`src/rtl/awws_pkg.sv`:
```
package awws_pkg;

  localparam int unsigned DEF_MAX_SAMPLES = 16;
  localparam int unsigned DEF_MIN_SAMPLES = 4;
  localparam int unsigned DEF_WEIGHT_BITS = 24;

  localparam int unsigned CFG_BITS     = 16;
  localparam int unsigned CFG_IDX_BITS = 2;
  localparam int unsigned WSIZE_BITS   = 5;

  localparam logic [CFG_IDX_BITS-1:0] CFG_CHANGE_THR = 2'd0;
  localparam logic [CFG_IDX_BITS-1:0] CFG_IGNORE_THR = 2'd1;
  localparam logic [CFG_IDX_BITS-1:0] CFG_ZERO_BAND  = 2'd2;

  localparam logic [CFG_BITS-1:0] RST_CHANGE_THR = 16'd50;
  localparam logic [CFG_BITS-1:0] RST_IGNORE_THR = 16'd5;
  localparam logic [CFG_BITS-1:0] RST_ZERO_BAND  = 16'd5;

  typedef enum logic [3:0] {
    ST_IDLE,
    ST_RD_SLOT,
    ST_CHECK,
    ST_SUM,
    ST_SUM_TAIL,
    ST_DIV_LOAD,
    ST_DIV,
    ST_SNAP,
    ST_DECIDE,
    ST_FILL,
    ST_EMIT
  } awws_state_e;

  typedef struct packed {
    logic accept;
    logic tare;
    logic rd_slot;
    logic store;
    logic sum_start;
    logic sum_step;
    logic div_load;
    logic div_step;
    logic snap;
    logic decide;
    logic fill_step;
    logic emit;
  } awws_cmd_t;

  typedef struct packed {
    logic tare;
    logic reject;
    logic sum_last;
    logic div_last;
    logic shrink;
    logic fill_last;
    logic out_full;
  } awws_status_t;

endpackage

```
`src/rtl/awws_in_if.sv`:
```
interface awws_in_if #(
  parameter int unsigned WEIGHT_BITS = awws_pkg::DEF_WEIGHT_BITS
);
  logic                          valid;
  logic                          ready;
  logic                          op;
  logic signed [WEIGHT_BITS-1:0] raw_weight;

  modport source (output valid, op, raw_weight, input ready);
  modport sink (input valid, op, raw_weight, output ready);
endinterface

```
`src/rtl/awws_out_if.sv`:
```
interface awws_out_if #(
  parameter int unsigned WEIGHT_BITS = awws_pkg::DEF_WEIGHT_BITS
);
  logic                            valid;
  logic                            ready;
  logic signed [WEIGHT_BITS-1:0]   mean_weight;
  logic signed [WEIGHT_BITS-1:0]   stable_weight;
  logic                            weight_changed;
  logic [awws_pkg::WSIZE_BITS-1:0] window_size;

  modport source (output valid, mean_weight, stable_weight, weight_changed, window_size,
                  input ready);
  modport sink (input valid, mean_weight, stable_weight, weight_changed, window_size,
                output ready);
endinterface

```
`src/rtl/awws_ram.sv`:
```
module awws_ram #(
  parameter int unsigned WIDTH = 8,
  parameter int unsigned DEPTH = 16
) (
  input  logic                     clk_i,
  input  logic                     we_i,
  input  logic [$clog2(DEPTH)-1:0] waddr_i,
  input  logic [WIDTH-1:0]         wdata_i,
  input  logic [$clog2(DEPTH)-1:0] raddr_i,
  output logic [WIDTH-1:0]         rdata_o
);

  logic [WIDTH-1:0] mem_q [DEPTH];
  logic [WIDTH-1:0] rdata_q;

  always_ff @(posedge clk_i) begin
    if (we_i) begin
      mem_q[waddr_i] <= wdata_i;
    end
    rdata_q <= mem_q[raddr_i];
  end

  assign rdata_o = rdata_q;

endmodule

```
`src/rtl/awws_ctrl.sv`:
```
module awws_ctrl (
  input  logic                   clk_i,
  input  logic                   rst_ni,
  input  logic                   in_valid_i,
  output logic                   in_ready_o,
  input  awws_pkg::awws_status_t status_i,
  output awws_pkg::awws_cmd_t    cmd_o
);
  import awws_pkg::*;

  awws_state_e state_q, state_d;

  always_ff @(posedge clk_i or negedge rst_ni) begin
    if (!rst_ni) begin
      state_q <= ST_IDLE;
    end else begin
      state_q <= state_d;
    end
  end

  always_comb begin
    state_d = state_q;
    case (state_q)
      ST_IDLE: begin
        if (in_valid_i) state_d = ST_RD_SLOT;
      end
      ST_RD_SLOT: begin
        state_d = status_i.tare ? ST_EMIT : ST_CHECK;
      end
      ST_CHECK: begin
        state_d = status_i.reject ? ST_EMIT : ST_SUM;
      end
      ST_SUM: begin
        if (status_i.sum_last) state_d = ST_SUM_TAIL;
      end
      ST_SUM_TAIL: state_d = ST_DIV_LOAD;
      ST_DIV_LOAD: state_d = ST_DIV;
      ST_DIV: begin
        if (status_i.div_last) state_d = ST_SNAP;
      end
      ST_SNAP:   state_d = ST_DECIDE;
      ST_DECIDE: begin
        state_d = status_i.shrink ? ST_FILL : ST_EMIT;
      end
      ST_FILL: begin
        if (status_i.fill_last) state_d = ST_EMIT;
      end
      ST_EMIT: begin
        if (!status_i.out_full) state_d = ST_IDLE;
      end
      default: state_d = ST_IDLE;
    endcase
  end

  always_comb begin
    cmd_o      = '0;
    in_ready_o = 1'b0;
    case (state_q)
      ST_IDLE: begin
        in_ready_o   = 1'b1;
        cmd_o.accept = in_valid_i;
      end
      ST_RD_SLOT: begin
        cmd_o.tare    = status_i.tare;
        cmd_o.rd_slot = !status_i.tare;
      end
      ST_CHECK: begin
        cmd_o.store     = !status_i.reject;
        cmd_o.sum_start = !status_i.reject;
      end
      ST_SUM:      cmd_o.sum_step  = 1'b1;
      ST_SUM_TAIL: cmd_o           = '0;
      ST_DIV_LOAD: cmd_o.div_load  = 1'b1;
      ST_DIV:      cmd_o.div_step  = 1'b1;
      ST_SNAP:     cmd_o.snap      = 1'b1;
      ST_DECIDE:   cmd_o.decide    = 1'b1;
      ST_FILL:     cmd_o.fill_step = 1'b1;
      ST_EMIT:     cmd_o.emit      = !status_i.out_full;
      default:     cmd_o           = '0;
    endcase
  end

endmodule

```
`src/rtl/awws_dp.sv`:
```
module awws_dp #(
  parameter int unsigned MAX_SAMPLES = awws_pkg::DEF_MAX_SAMPLES,
  parameter int unsigned MIN_SAMPLES = awws_pkg::DEF_MIN_SAMPLES,
  parameter int unsigned WEIGHT_BITS = awws_pkg::DEF_WEIGHT_BITS
) (
  input  logic                                 clk_i,
  input  logic                                 rst_ni,
  input  logic                                 cfg_we_i,
  input  logic [awws_pkg::CFG_IDX_BITS-1:0]    cfg_idx_i,
  input  logic [awws_pkg::CFG_BITS-1:0]        cfg_data_i,
  input  awws_pkg::awws_cmd_t                  cmd_i,
  output awws_pkg::awws_status_t               status_o,
  input  logic                                 op_i,
  input  logic signed [WEIGHT_BITS-1:0]        raw_weight_i,
  output logic                                 out_valid_o,
  input  logic                                 out_ready_i,
  output logic signed [WEIGHT_BITS-1:0]        mean_weight_o,
  output logic signed [WEIGHT_BITS-1:0]        stable_weight_o,
  output logic                                 weight_changed_o,
  output logic [awws_pkg::WSIZE_BITS-1:0]      window_size_o
);
  import awws_pkg::*;

  localparam int unsigned W        = WEIGHT_BITS;
  localparam int unsigned SLOT_BITS = $clog2(MAX_SAMPLES);
  localparam int unsigned CNT_BITS = $clog2(MAX_SAMPLES + 1);
  localparam int unsigned SUM_BITS = WEIGHT_BITS + $clog2(MAX_SAMPLES) + 1;
  localparam int unsigned DIV_CNT_BITS = $clog2(SUM_BITS + 1);

  function automatic logic [W:0] abs_diff(logic signed [W-1:0] a, logic signed [W-1:0] b);
    logic signed [W:0] d;
    d = {a[W-1], a} - {b[W-1], b};
    return d[W] ? (W+1)'(-d) : (W+1)'(d);
  endfunction

  logic [CFG_BITS-1:0] chg_q, chg_d, ign_q, ign_d, band_q, band_d;

  logic [SLOT_BITS-1:0]   slot_q, slot_d;
  logic [CNT_BITS-1:0]    cnt_q, cnt_d;
  logic signed [W-1:0]    run_q, run_d;
  logic signed [W-1:0]    rep_q, rep_d;
  logic [MAX_SAMPLES-1:0] valid_q, valid_d;
  logic                   changed_q, changed_d;
  logic                   out_valid_q, out_valid_d;

  logic signed [W-1:0]        raw_q, raw_d;
  logic                       op_q, op_d;
  logic signed [SUM_BITS-1:0] acc_q, acc_d;
  logic [SLOT_BITS-1:0]       idx_q, idx_d;
  logic                       pend_q, pend_d;
  logic                       rd_valid_q;
  logic [CNT_BITS-1:0]        rem_q, rem_d;
  logic [SUM_BITS-1:0]        quo_q, quo_d;
  logic [DIV_CNT_BITS-1:0]    div_cnt_q, div_cnt_d;
  logic                       neg_q, neg_d;
  logic signed [W-1:0]        mean_q, mean_d;
  logic signed [W-1:0]        out_mean_q, out_mean_d, out_stable_q, out_stable_d;
  logic                       out_changed_q, out_changed_d;
  logic [CNT_BITS-1:0]        out_size_q, out_size_d;

  logic                 ram_we;
  logic [SLOT_BITS-1:0] ram_waddr, ram_raddr;
  logic [W-1:0]         ram_rdata;

  logic signed [W-1:0]        rd_w;
  logic signed [SUM_BITS-1:0] rd_ext;
  logic [CNT_BITS-1:0]        slot_inc;
  logic [SUM_BITS-1:0]        sum_abs;
  logic [CNT_BITS:0]          rem_sh;
  logic [CNT_BITS:0]          rem_sub;
  logic                       q_bit;
  logic [W-1:0]               qw;
  logic [W:0]                 chg_x, ign_x, d_run, d_rep;
  logic                       grow, shrink;

  assign chg_x = (W+1)'(chg_q);
  assign ign_x = (W+1)'(ign_q);

  assign rd_w   = rd_valid_q ? signed'(ram_rdata) : '0;
  assign rd_ext = SUM_BITS'(rd_w);

  assign slot_inc = CNT_BITS'(slot_q) + 1'b1;
  assign sum_abs  = acc_q[SUM_BITS-1] ? SUM_BITS'(-acc_q) : SUM_BITS'(acc_q);
  assign rem_sh   = {rem_q, quo_q[SUM_BITS-1]};
  assign rem_sub  = rem_sh - {1'b0, cnt_q};
  assign q_bit    = (rem_sh >= {1'b0, cnt_q});
  assign qw       = quo_q[W-1:0];

  assign d_run  = abs_diff(mean_q, run_q);
  assign d_rep  = abs_diff(rep_q, mean_q);
  assign grow   = (d_run > ign_x) && (d_run <= chg_x) && (cnt_q < CNT_BITS'(MAX_SAMPLES));
  assign shrink = !grow && (d_run > chg_x) && (cnt_q > CNT_BITS'(MIN_SAMPLES));

  always_comb begin
    status_o           = '0;
    status_o.tare      = op_q;
    status_o.reject    = (abs_diff(raw_q, run_q) < chg_x) || (abs_diff(rd_w, raw_q) <= ign_x);
    status_o.sum_last  = (CNT_BITS'(idx_q) == cnt_q - 1'b1);
    status_o.div_last  = (div_cnt_q == DIV_CNT_BITS'(SUM_BITS - 1));
    status_o.shrink    = shrink;
    status_o.fill_last = (CNT_BITS'(idx_q) == CNT_BITS'(MAX_SAMPLES - 1));
    status_o.out_full  = out_valid_q;
  end

  always_comb begin
    ram_we    = cmd_i.store || (cmd_i.decide && grow) || cmd_i.fill_step;
    ram_waddr = slot_q;
    if (cmd_i.decide) begin
      ram_waddr = SLOT_BITS'(cnt_q);
    end else if (cmd_i.fill_step) begin
      ram_waddr = idx_q;
    end
    ram_raddr = cmd_i.sum_step ? idx_q : slot_q;
  end

  awws_ram #(
    .WIDTH (W),
    .DEPTH (MAX_SAMPLES)
  ) u_store (
    .clk_i   (clk_i),
    .we_i    (ram_we),
    .waddr_i (ram_waddr),
    .wdata_i (raw_q),
    .raddr_i (ram_raddr),
    .rdata_o (ram_rdata)
  );

  always_comb begin
    chg_d  = chg_q;
    ign_d  = ign_q;
    band_d = band_q;
    if (cfg_we_i) begin
      case (cfg_idx_i)
        CFG_CHANGE_THR: chg_d  = cfg_data_i;
        CFG_IGNORE_THR: ign_d  = cfg_data_i;
        CFG_ZERO_BAND:  band_d = cfg_data_i;
        default:        chg_d  = chg_q;
      endcase
    end
  end

  always_comb begin
    slot_d        = slot_q;
    cnt_d         = cnt_q;
    run_d         = run_q;
    rep_d         = rep_q;
    valid_d       = valid_q;
    changed_d     = changed_q;
    out_valid_d   = out_valid_q;
    raw_d         = raw_q;
    op_d          = op_q;
    acc_d         = acc_q;
    idx_d         = idx_q;
    pend_d        = cmd_i.sum_step;
    rem_d         = rem_q;
    quo_d         = quo_q;
    div_cnt_d     = div_cnt_q;
    neg_d         = neg_q;
    mean_d        = mean_q;
    out_mean_d    = out_mean_q;
    out_stable_d  = out_stable_q;
    out_changed_d = out_changed_q;
    out_size_d    = out_size_q;

    if (cmd_i.accept) begin
      raw_d     = raw_weight_i;
      op_d      = op_i;
      changed_d = 1'b0;
    end
    if (cmd_i.tare) begin
      valid_d = '0;
    end
    if (cmd_i.store) begin
      valid_d[slot_q] = 1'b1;
      if (slot_inc >= CNT_BITS'(MAX_SAMPLES) || slot_inc >= cnt_q) begin
        slot_d = '0;
      end else begin
        slot_d = SLOT_BITS'(slot_inc);
      end
    end
    if (cmd_i.sum_start) begin
      idx_d = '0;
      acc_d = '0;
    end
    if (cmd_i.sum_step) begin
      idx_d = idx_q + 1'b1;
    end
    if (pend_q) begin
      acc_d = acc_q + rd_ext;
    end
    if (cmd_i.div_load) begin
      quo_d     = sum_abs + SUM_BITS'(cnt_q >> 1);
      rem_d     = '0;
      div_cnt_d = '0;
      neg_d     = acc_q[SUM_BITS-1];
    end
    if (cmd_i.div_step) begin
      rem_d     = q_bit ? rem_sub[CNT_BITS-1:0] : rem_sh[CNT_BITS-1:0];
      quo_d     = {quo_q[SUM_BITS-2:0], q_bit};
      div_cnt_d = div_cnt_q + 1'b1;
    end
    if (cmd_i.snap) begin
      if (quo_q < SUM_BITS'(band_q)) begin
        mean_d = '0;
      end else begin
        mean_d = neg_q ? signed'(-qw) : signed'(qw);
      end
    end
    if (cmd_i.decide) begin
      idx_d = '0;
      if (grow) begin
        cnt_d = cnt_q + 1'b1;
        valid_d[SLOT_BITS'(cnt_q)] = 1'b1;
      end else if (shrink) begin
        cnt_d = CNT_BITS'(MIN_SAMPLES);
      end
      if (d_run > ign_x) begin
        run_d = mean_q;
        if (d_rep > chg_x) begin
          rep_d     = mean_q;
          changed_d = 1'b1;
        end
      end
    end
    if (cmd_i.fill_step) begin
      idx_d          = idx_q + 1'b1;
      valid_d[idx_q] = 1'b1;
    end
    if (cmd_i.emit) begin
      out_valid_d   = 1'b1;
      out_mean_d    = run_q;
      out_stable_d  = rep_q;
      out_changed_d = changed_q;
      out_size_d    = cnt_q;
    end else if (out_valid_q && out_ready_i) begin
      out_valid_d = 1'b0;
    end
  end

  always_ff @(posedge clk_i or negedge rst_ni) begin
    if (!rst_ni) begin
      chg_q       <= RST_CHANGE_THR;
      ign_q       <= RST_IGNORE_THR;
      band_q      <= RST_ZERO_BAND;
      slot_q      <= '0;
      cnt_q       <= CNT_BITS'(MIN_SAMPLES);
      run_q       <= '0;
      rep_q       <= '0;
      valid_q     <= '0;
      changed_q   <= 1'b0;
      out_valid_q <= 1'b0;
      pend_q      <= 1'b0;
    end else begin
      chg_q       <= chg_d;
      ign_q       <= ign_d;
      band_q      <= band_d;
      slot_q      <= slot_d;
      cnt_q       <= cnt_d;
      run_q       <= run_d;
      rep_q       <= rep_d;
      valid_q     <= valid_d;
      changed_q   <= changed_d;
      out_valid_q <= out_valid_d;
      pend_q      <= pend_d;
    end
  end

  always_ff @(posedge clk_i) begin
    raw_q         <= raw_d;
    op_q          <= op_d;
    acc_q         <= acc_d;
    idx_q         <= idx_d;
    rd_valid_q    <= valid_q[ram_raddr];
    rem_q         <= rem_d;
    quo_q         <= quo_d;
    div_cnt_q     <= div_cnt_d;
    neg_q         <= neg_d;
    mean_q        <= mean_d;
    out_mean_q    <= out_mean_d;
    out_stable_q  <= out_stable_d;
    out_changed_q <= out_changed_d;
    out_size_q    <= out_size_d;
  end

  assign out_valid_o      = out_valid_q;
  assign mean_weight_o    = out_mean_q;
  assign stable_weight_o  = out_stable_q;
  assign weight_changed_o = out_changed_q;
  assign window_size_o    = WSIZE_BITS'(out_size_q);

endmodule

```
`src/rtl/adaptive_window_weight_smoother_core.sv`:
```
// Smooths signed load-cell samples with an adaptive windowed mean and returns one result
// item for every input item. A tare goes from the slot read straight to the output, and a
// sample that is rejected as noise passes the check first. An accepted sample is stored,
// then summed over the current window, read from the sample memory one entry per cycle,
// then divided by a bit-serial divider of S = WEIGHT_BITS + log2(MAX_SAMPLES) + 1 steps
// that forms the rounded mean, and then snapped to zero or not and used for the window
// decision; when a large step shrinks the window, a refill writes the sample to every
// memory entry, one per cycle. A new item is taken while the previous result still waits
// on the output, and an item stays in its last state until the previous result has been
// taken. Configuration must be written only while the block is idle; the block itself does not enforce this.
module adaptive_window_weight_smoother_core #(
  parameter int unsigned MAX_SAMPLES = awws_pkg::DEF_MAX_SAMPLES,
  parameter int unsigned MIN_SAMPLES = awws_pkg::DEF_MIN_SAMPLES,
  parameter int unsigned WEIGHT_BITS = awws_pkg::DEF_WEIGHT_BITS
) (
  input  logic                              clk_i,
  input  logic                              rst_ni,
  input  logic                              cfg_we_i,
  input  logic [awws_pkg::CFG_IDX_BITS-1:0] cfg_idx_i,
  input  logic [awws_pkg::CFG_BITS-1:0]     cfg_data_i,
  awws_in_if.sink                           in_i,
  awws_out_if.source                        out_o
);
  import awws_pkg::*;

  awws_cmd_t    cmd;
  awws_status_t status;

  awws_ctrl u_ctrl (
    .clk_i      (clk_i),
    .rst_ni     (rst_ni),
    .in_valid_i (in_i.valid),
    .in_ready_o (in_i.ready),
    .status_i   (status),
    .cmd_o      (cmd)
  );

  awws_dp #(
    .MAX_SAMPLES (MAX_SAMPLES),
    .MIN_SAMPLES (MIN_SAMPLES),
    .WEIGHT_BITS (WEIGHT_BITS)
  ) u_dp (
    .clk_i            (clk_i),
    .rst_ni           (rst_ni),
    .cfg_we_i         (cfg_we_i),
    .cfg_idx_i        (cfg_idx_i),
    .cfg_data_i       (cfg_data_i),
    .cmd_i            (cmd),
    .status_o         (status),
    .op_i             (in_i.op),
    .raw_weight_i     (in_i.raw_weight),
    .out_valid_o      (out_o.valid),
    .out_ready_i      (out_o.ready),
    .mean_weight_o    (out_o.mean_weight),
    .stable_weight_o  (out_o.stable_weight),
    .weight_changed_o (out_o.weight_changed),
    .window_size_o    (out_o.window_size)
  );

endmodule

```
`src/flat_wrapper.sv`:
```
// flat-port wrapper written by rule: the top's interface ports become plain ports
module adaptive_window_weight_smoother_core_flat import awws_pkg::*;
#(
  parameter int unsigned MAX_SAMPLES = awws_pkg::DEF_MAX_SAMPLES,
  parameter int unsigned MIN_SAMPLES = awws_pkg::DEF_MIN_SAMPLES,
  parameter int unsigned WEIGHT_BITS = awws_pkg::DEF_WEIGHT_BITS
)
  (clk_i, rst_ni, cfg_we_i, cfg_idx_i, cfg_data_i, in_i_valid, in_i_op, in_i_raw_weight, in_i_ready, out_o_valid, out_o_mean_weight, out_o_stable_weight, out_o_weight_changed, out_o_window_size, out_o_ready);
  awws_in_if #(.WEIGHT_BITS(WEIGHT_BITS)) in_i_i ();
  awws_out_if #(.WEIGHT_BITS(WEIGHT_BITS)) out_o_i ();
  input  logic clk_i;
  input  logic rst_ni;
  input  logic cfg_we_i;
  input  logic [awws_pkg::CFG_IDX_BITS-1:0] cfg_idx_i;
  input  logic [awws_pkg::CFG_BITS-1:0] cfg_data_i;
  input wire logic [$bits(in_i_i.valid)-1:0] in_i_valid;
  input wire logic [$bits(in_i_i.op)-1:0] in_i_op;
  input wire logic [$bits(in_i_i.raw_weight)-1:0] in_i_raw_weight;
  output wire logic [$bits(in_i_i.ready)-1:0] in_i_ready;
  output wire logic [$bits(out_o_i.valid)-1:0] out_o_valid;
  output wire logic [$bits(out_o_i.mean_weight)-1:0] out_o_mean_weight;
  output wire logic [$bits(out_o_i.stable_weight)-1:0] out_o_stable_weight;
  output wire logic [$bits(out_o_i.weight_changed)-1:0] out_o_weight_changed;
  output wire logic [$bits(out_o_i.window_size)-1:0] out_o_window_size;
  input wire logic [$bits(out_o_i.ready)-1:0] out_o_ready;
  assign in_i_i.valid = in_i_valid;
  assign in_i_i.op = in_i_op;
  assign in_i_i.raw_weight = in_i_raw_weight;
  assign in_i_ready = in_i_i.ready;
  assign out_o_valid = out_o_i.valid;
  assign out_o_mean_weight = out_o_i.mean_weight;
  assign out_o_stable_weight = out_o_i.stable_weight;
  assign out_o_weight_changed = out_o_i.weight_changed;
  assign out_o_window_size = out_o_i.window_size;
  assign out_o_i.ready = out_o_ready;
  adaptive_window_weight_smoother_core #(.MAX_SAMPLES(MAX_SAMPLES), .MIN_SAMPLES(MIN_SAMPLES), .WEIGHT_BITS(WEIGHT_BITS)) u_core (.clk_i(clk_i), .rst_ni(rst_ni), .cfg_we_i(cfg_we_i), .cfg_idx_i(cfg_idx_i), .cfg_data_i(cfg_data_i), .in_i(in_i_i), .out_o(out_o_i));
endmodule
```
`config.mk`:
```
export PLATFORM = sky130hd
export DESIGN_NAME = adaptive_window_weight_smoother_core_flat
export DESIGN_NICKNAME = d
export VERILOG_FILES = /design/src/rtl/awws_pkg.sv /design/src/rtl/awws_in_if.sv /design/src/rtl/awws_out_if.sv /design/src/rtl/awws_ram.sv /design/src/rtl/awws_ctrl.sv /design/src/rtl/awws_dp.sv /design/src/rtl/adaptive_window_weight_smoother_core.sv /design/src/flat_wrapper.sv
export SDC_FILE = /design/constraint.sdc
export NUM_CORES = 2
export LEC_CHECK = 0
export BUFFER_PORTS_ARGS = -buffer_cell sky130_fd_sc_hd__buf_2
export CELL_PAD_IN_SITES_DETAIL_PLACEMENT = 1
export CELL_PAD_IN_SITES_GLOBAL_PLACEMENT = 1
export CORE_UTILIZATION = 30
export DETAILED_ROUTE_END_ITERATION = 10
export PLACE_DENSITY_LB_ADDON = 0.3
export SLEW_MARGIN = 25
export SYNTH_ARGS = -nofsm -noshare
export SYNTH_HDL_FRONTEND = slang
export SYNTH_SLANG_ARGS = --single-unit
```
`constraint.sdc`:
```
create_clock -name clk_i -period 14.7 [get_ports clk_i]
set_input_delay 1.47 -clock clk_i [delete_from_list [all_inputs] [get_ports clk_i]]
set_output_delay 1.47 -clock clk_i [all_outputs]
set_load 0.005 [all_outputs]
```
==> qor.yml <==
timing:
  max_slew_margin: 0.294
  final.setup_skew_ns: 0.0527
  setup_tns_ns: 0
  setup_slack_ns: 6.64
  fmax_ghz: 0.124
  fin_crit_ns: 8.06
  hold_viol_final: 0
  tightest_slew_ns: 1.06
  setup_violations: 0
  rsz0062_at_grt: "no"
  drv_slew: 0
  period_share: 0.548
synthesis:
  synthesis.nets: 3821
  synth_seq_area_share: 0.505
  ys_ff_latch: 713
  ys.warnings.count: 0
  syn_avg_cell_area_um2: 11.6
  synth_cells: 3514
  netlist_area_um2: 40700
  synth.distinct_cells: 98
  async_flop_share: 0.180
  synth_edf_count: 560
  synthFlopType: "edfxtp_1"
placed_design:
  io_buffers: 103
  hpwl_mm: 91.4
  place.gp.congestion: 0.858
  dp_cells: 5319
  pre_cts_ws_ns: 6.61
  placed_area_um2: 43600
grt:
  antenna_found_initial: 10
  grt_pass1_vias: 29800
  gr-total-overflow: 0
  grt_max_degree: 81
  globalRouteTotalUtil: 0.183
  grt_pass1_wl_mm: 189
critical_path:
  crit_slowest_cell: "dfxtp_1"
  critPathBufInv: 4
  arrival_ns: 8.51
  max_stage_delay_ns: 0.73
  end_kind: "flip-flop"
  worstSetupPathType: "flip-flop to flip-flop"
  crit_family: "simple AND/OR/NAND/NOR gates"
  worstSetupStartpointType: "flip-flop"
  path_depth: 28
  path_max_fanout: 39
  worst_r2r_path_depth: 28
  critPathRequiredTime_ns: 15.15
power_and_ir_drop:
  power_leakage_nw: 17.4
  switchingPower_w: 0.00474
  ir_drop_mv: 0.111
  p_per_area_nw_per_um2: 233
  cellInternalPower_w: 0.00611
  pwr-share-seq: 0.273
  switching_share: 0.437
  total_power_w: 0.0109
  clkPwrFrac: 0.196
  p_comb_frac: 0.531
cts:
  worstSkewPairLatency_ns: 0.71
  cts_setup_buffers: 0
  cts.repair.resized: 0
  path_clk_slew_ns: 0.06
  cts_tree: "done"
  cts_buffer_depth: 3
  postCtsHoldBufs: 0
  clock-sinks: 713
  clock_tree.root_cell: "clkbuf_16"
  numCtsBuffers: 82
  htree_levels: 3
route:
  first_pass_iters: 7
  num_vias: 28800
  wl_per_cell_um: 22.9
  via_per_inst: 5.27
  drc_errors: 0
  drtIter0Drc: 2061
  ant_nets: 0
  totalWireLength_mm: 125
worst_hold_path:
  min_path_cells: 0
  hold_class: "flip-flop to flip-flop"
floorplan:
  rows: 134
  dieHeight_um: 370
  pin_count: 104
  design.core.area_um2: 134000
  die_area_um2: 137000
  die_w_um: 370
  start_util: 0.304
cells_and_area:
  fin_cells: 5472
  multiInputGateArea_um2: 19200
  design_area_um2: 46500
  seqCellArea_um2: 20500
  fin_nets: 3947
  final_common_cell: "edfxtp_1"
  synthToLayoutAreaGrowth_pct: 14.4
  final_cell_mix: "edfxtp_1 (560), nand2_1 (264), ha_1 (252)"
  drive_above_1_share: 0.138
  fillers: 14600
run_status:
  outcome: "completed"
job:
  max_cap_violations: 0
-- Yosys cell counts (41+ instances only) --
| cell type | count | area [µm²] |
|---|---|---|
| mux4_2 | 100 | 2250 |
| clkbuf_1 | 94 | 353 |
| ha_1 | 252 | 3150 |
| nor3_1 | 69 | 345 |
| nand3_1 | 57 | 285 |
| nand2b_1 | 42 | 263 |
| a21oi_1 | 205 | 1030 |
| inv_1 | 186 | 698 |
| o21ai_0 | 175 | 876 |
| xor2_1 | 112 | 981 |
| a211oi_1 | 63 | 473 |
| dfrtp_1 | 120 | 3000 |
| nor2b_1 | 41 | 257 |
| a31oi_1 | 61 | 382 |
| edfxtp_1 | 560 | 16800 |
| a21o_1 | 71 | 533 |
| xnor2_1 | 117 | 1020 |
| and2_1 | 76 | 475 |
| nor2_1 | 226 | 848 |
| mux2_2 | 43 | 484 |
| nand2_1 | 264 | 991 |
-- worst register-to-register path, delay by kind of cell, from the launching register on --
family | cells | cell delay [ns]
AOI/OAI and AO/OA | 13 | 2.48
and+or+nand+nor | 8 | 2.63
adders and majority gates | 2 | 0.75
DFF | 1 | 0.73
xor gates and xnor gates | 1 | 0.16
buffers and inverters | 4 | 1.04
-- cells by family after synthesis --
| logic type | count (synthesis) | synth area share |
|---|---|---|
| fa+ha+maj | 259 | 0.0810 |
| flops | 713 | 0.505 |
| compound gates | 849 | 0.138 |
| buf+inv | 305 | 0.0289 |
| simple gates | 973 | 0.120 |
| xor+xnor | 229 | 0.0493 |
| mux | 186 | 0.0786 |
-- state kept, by name (all words and copies together) (netlist names), 24 cells and up --
register	flops
u_core.u_dp.raw_q	24
u_core.u_dp.u_store.rdata_o	24
u_core.u_dp.acc_q	29
u_core.u_dp.u_store.mem_q	384
u_core.u_dp.rep_q	24
u_core.u_dp.run_q	24
u_core.u_dp.stable_weight_o	24
u_core.u_dp.quo_q	29
u_core.u_dp.mean_q	24
u_core.u_dp.mean_weight_o	24
-- final timing paths --
path | from | to | slack, ns
min in group asynchronous | rst_ni | u_core.u_dp.rep_q[10] | 0.84
worst max register to register | u_core.u_dp.rd_valid_q | u_core.u_dp.u_store.mem_q[8][9] | 6.64
worst min-delay path | u_core.u_dp.changed_q | u_core.u_dp.weight_changed_o | 0.46
max in group asynchronous | rst_ni | u_core.u_dp.valid_q[1] | 12.51
worst max-delay path | u_core.u_dp.rd_valid_q | u_core.u_dp.u_store.mem_q[8][9] | 6.64
worst min register to register | u_core.u_dp.changed_q | u_core.u_dp.weight_changed_o | 0.46
-- cell type report --
type	count	area share
Antenna cell	1	0.0000538
Clock inverter	46	0.0118
Sequential cell	713	0.442
Timing Repair Buffer	159	0.0232
Clock buffer	101	0.0475
Tap cell	1768	0.0476
Inverter	188	0.0152
Multi-Input combinational cell	2496	0.413
-- metal layers --
metal	vias up	routed length, µm	global-route usage
met5	-	24	0
met4	4	4400	0.0661
met3	190	5390	0.0341
met2	531	56900	0.286
met1	14600	58700	0.251
li1	13500	-	-
-- power groups by stage --
| stage | combinational, W | sequential [W] | clock (W) |
|---|---|---|---|
| 2_1_floorplan | 0.00419 | 0.00283 | 0 |
| 3_3_place_gp | 0.00562 | 0.00299 | 0 |
| 3_5_place_dp | 0.00572 | 0.00300 | 0 |
| 4_1_cts | 0.00576 | 0.00296 | 0.00219 |
| 5_1_grt | 0.00641 | 0.00300 | 0.00224 |
| 6_report | 0.00577 | 0.00296 | 0.00213 |
-- through the flow --
step / util / hold WS (ns)
2_1_floorplan: - / 0.425
4_1_cts: 0.346 / 0.463
3_3_place_gp: 0.325 / 0.438
3_5_place_dp: 0.325 / 0.435
6_report: 0.347 / 0.463
5_1_grt: 0.347 / 0.493
No activity file was read; power rests on OpenSTA's default activity.
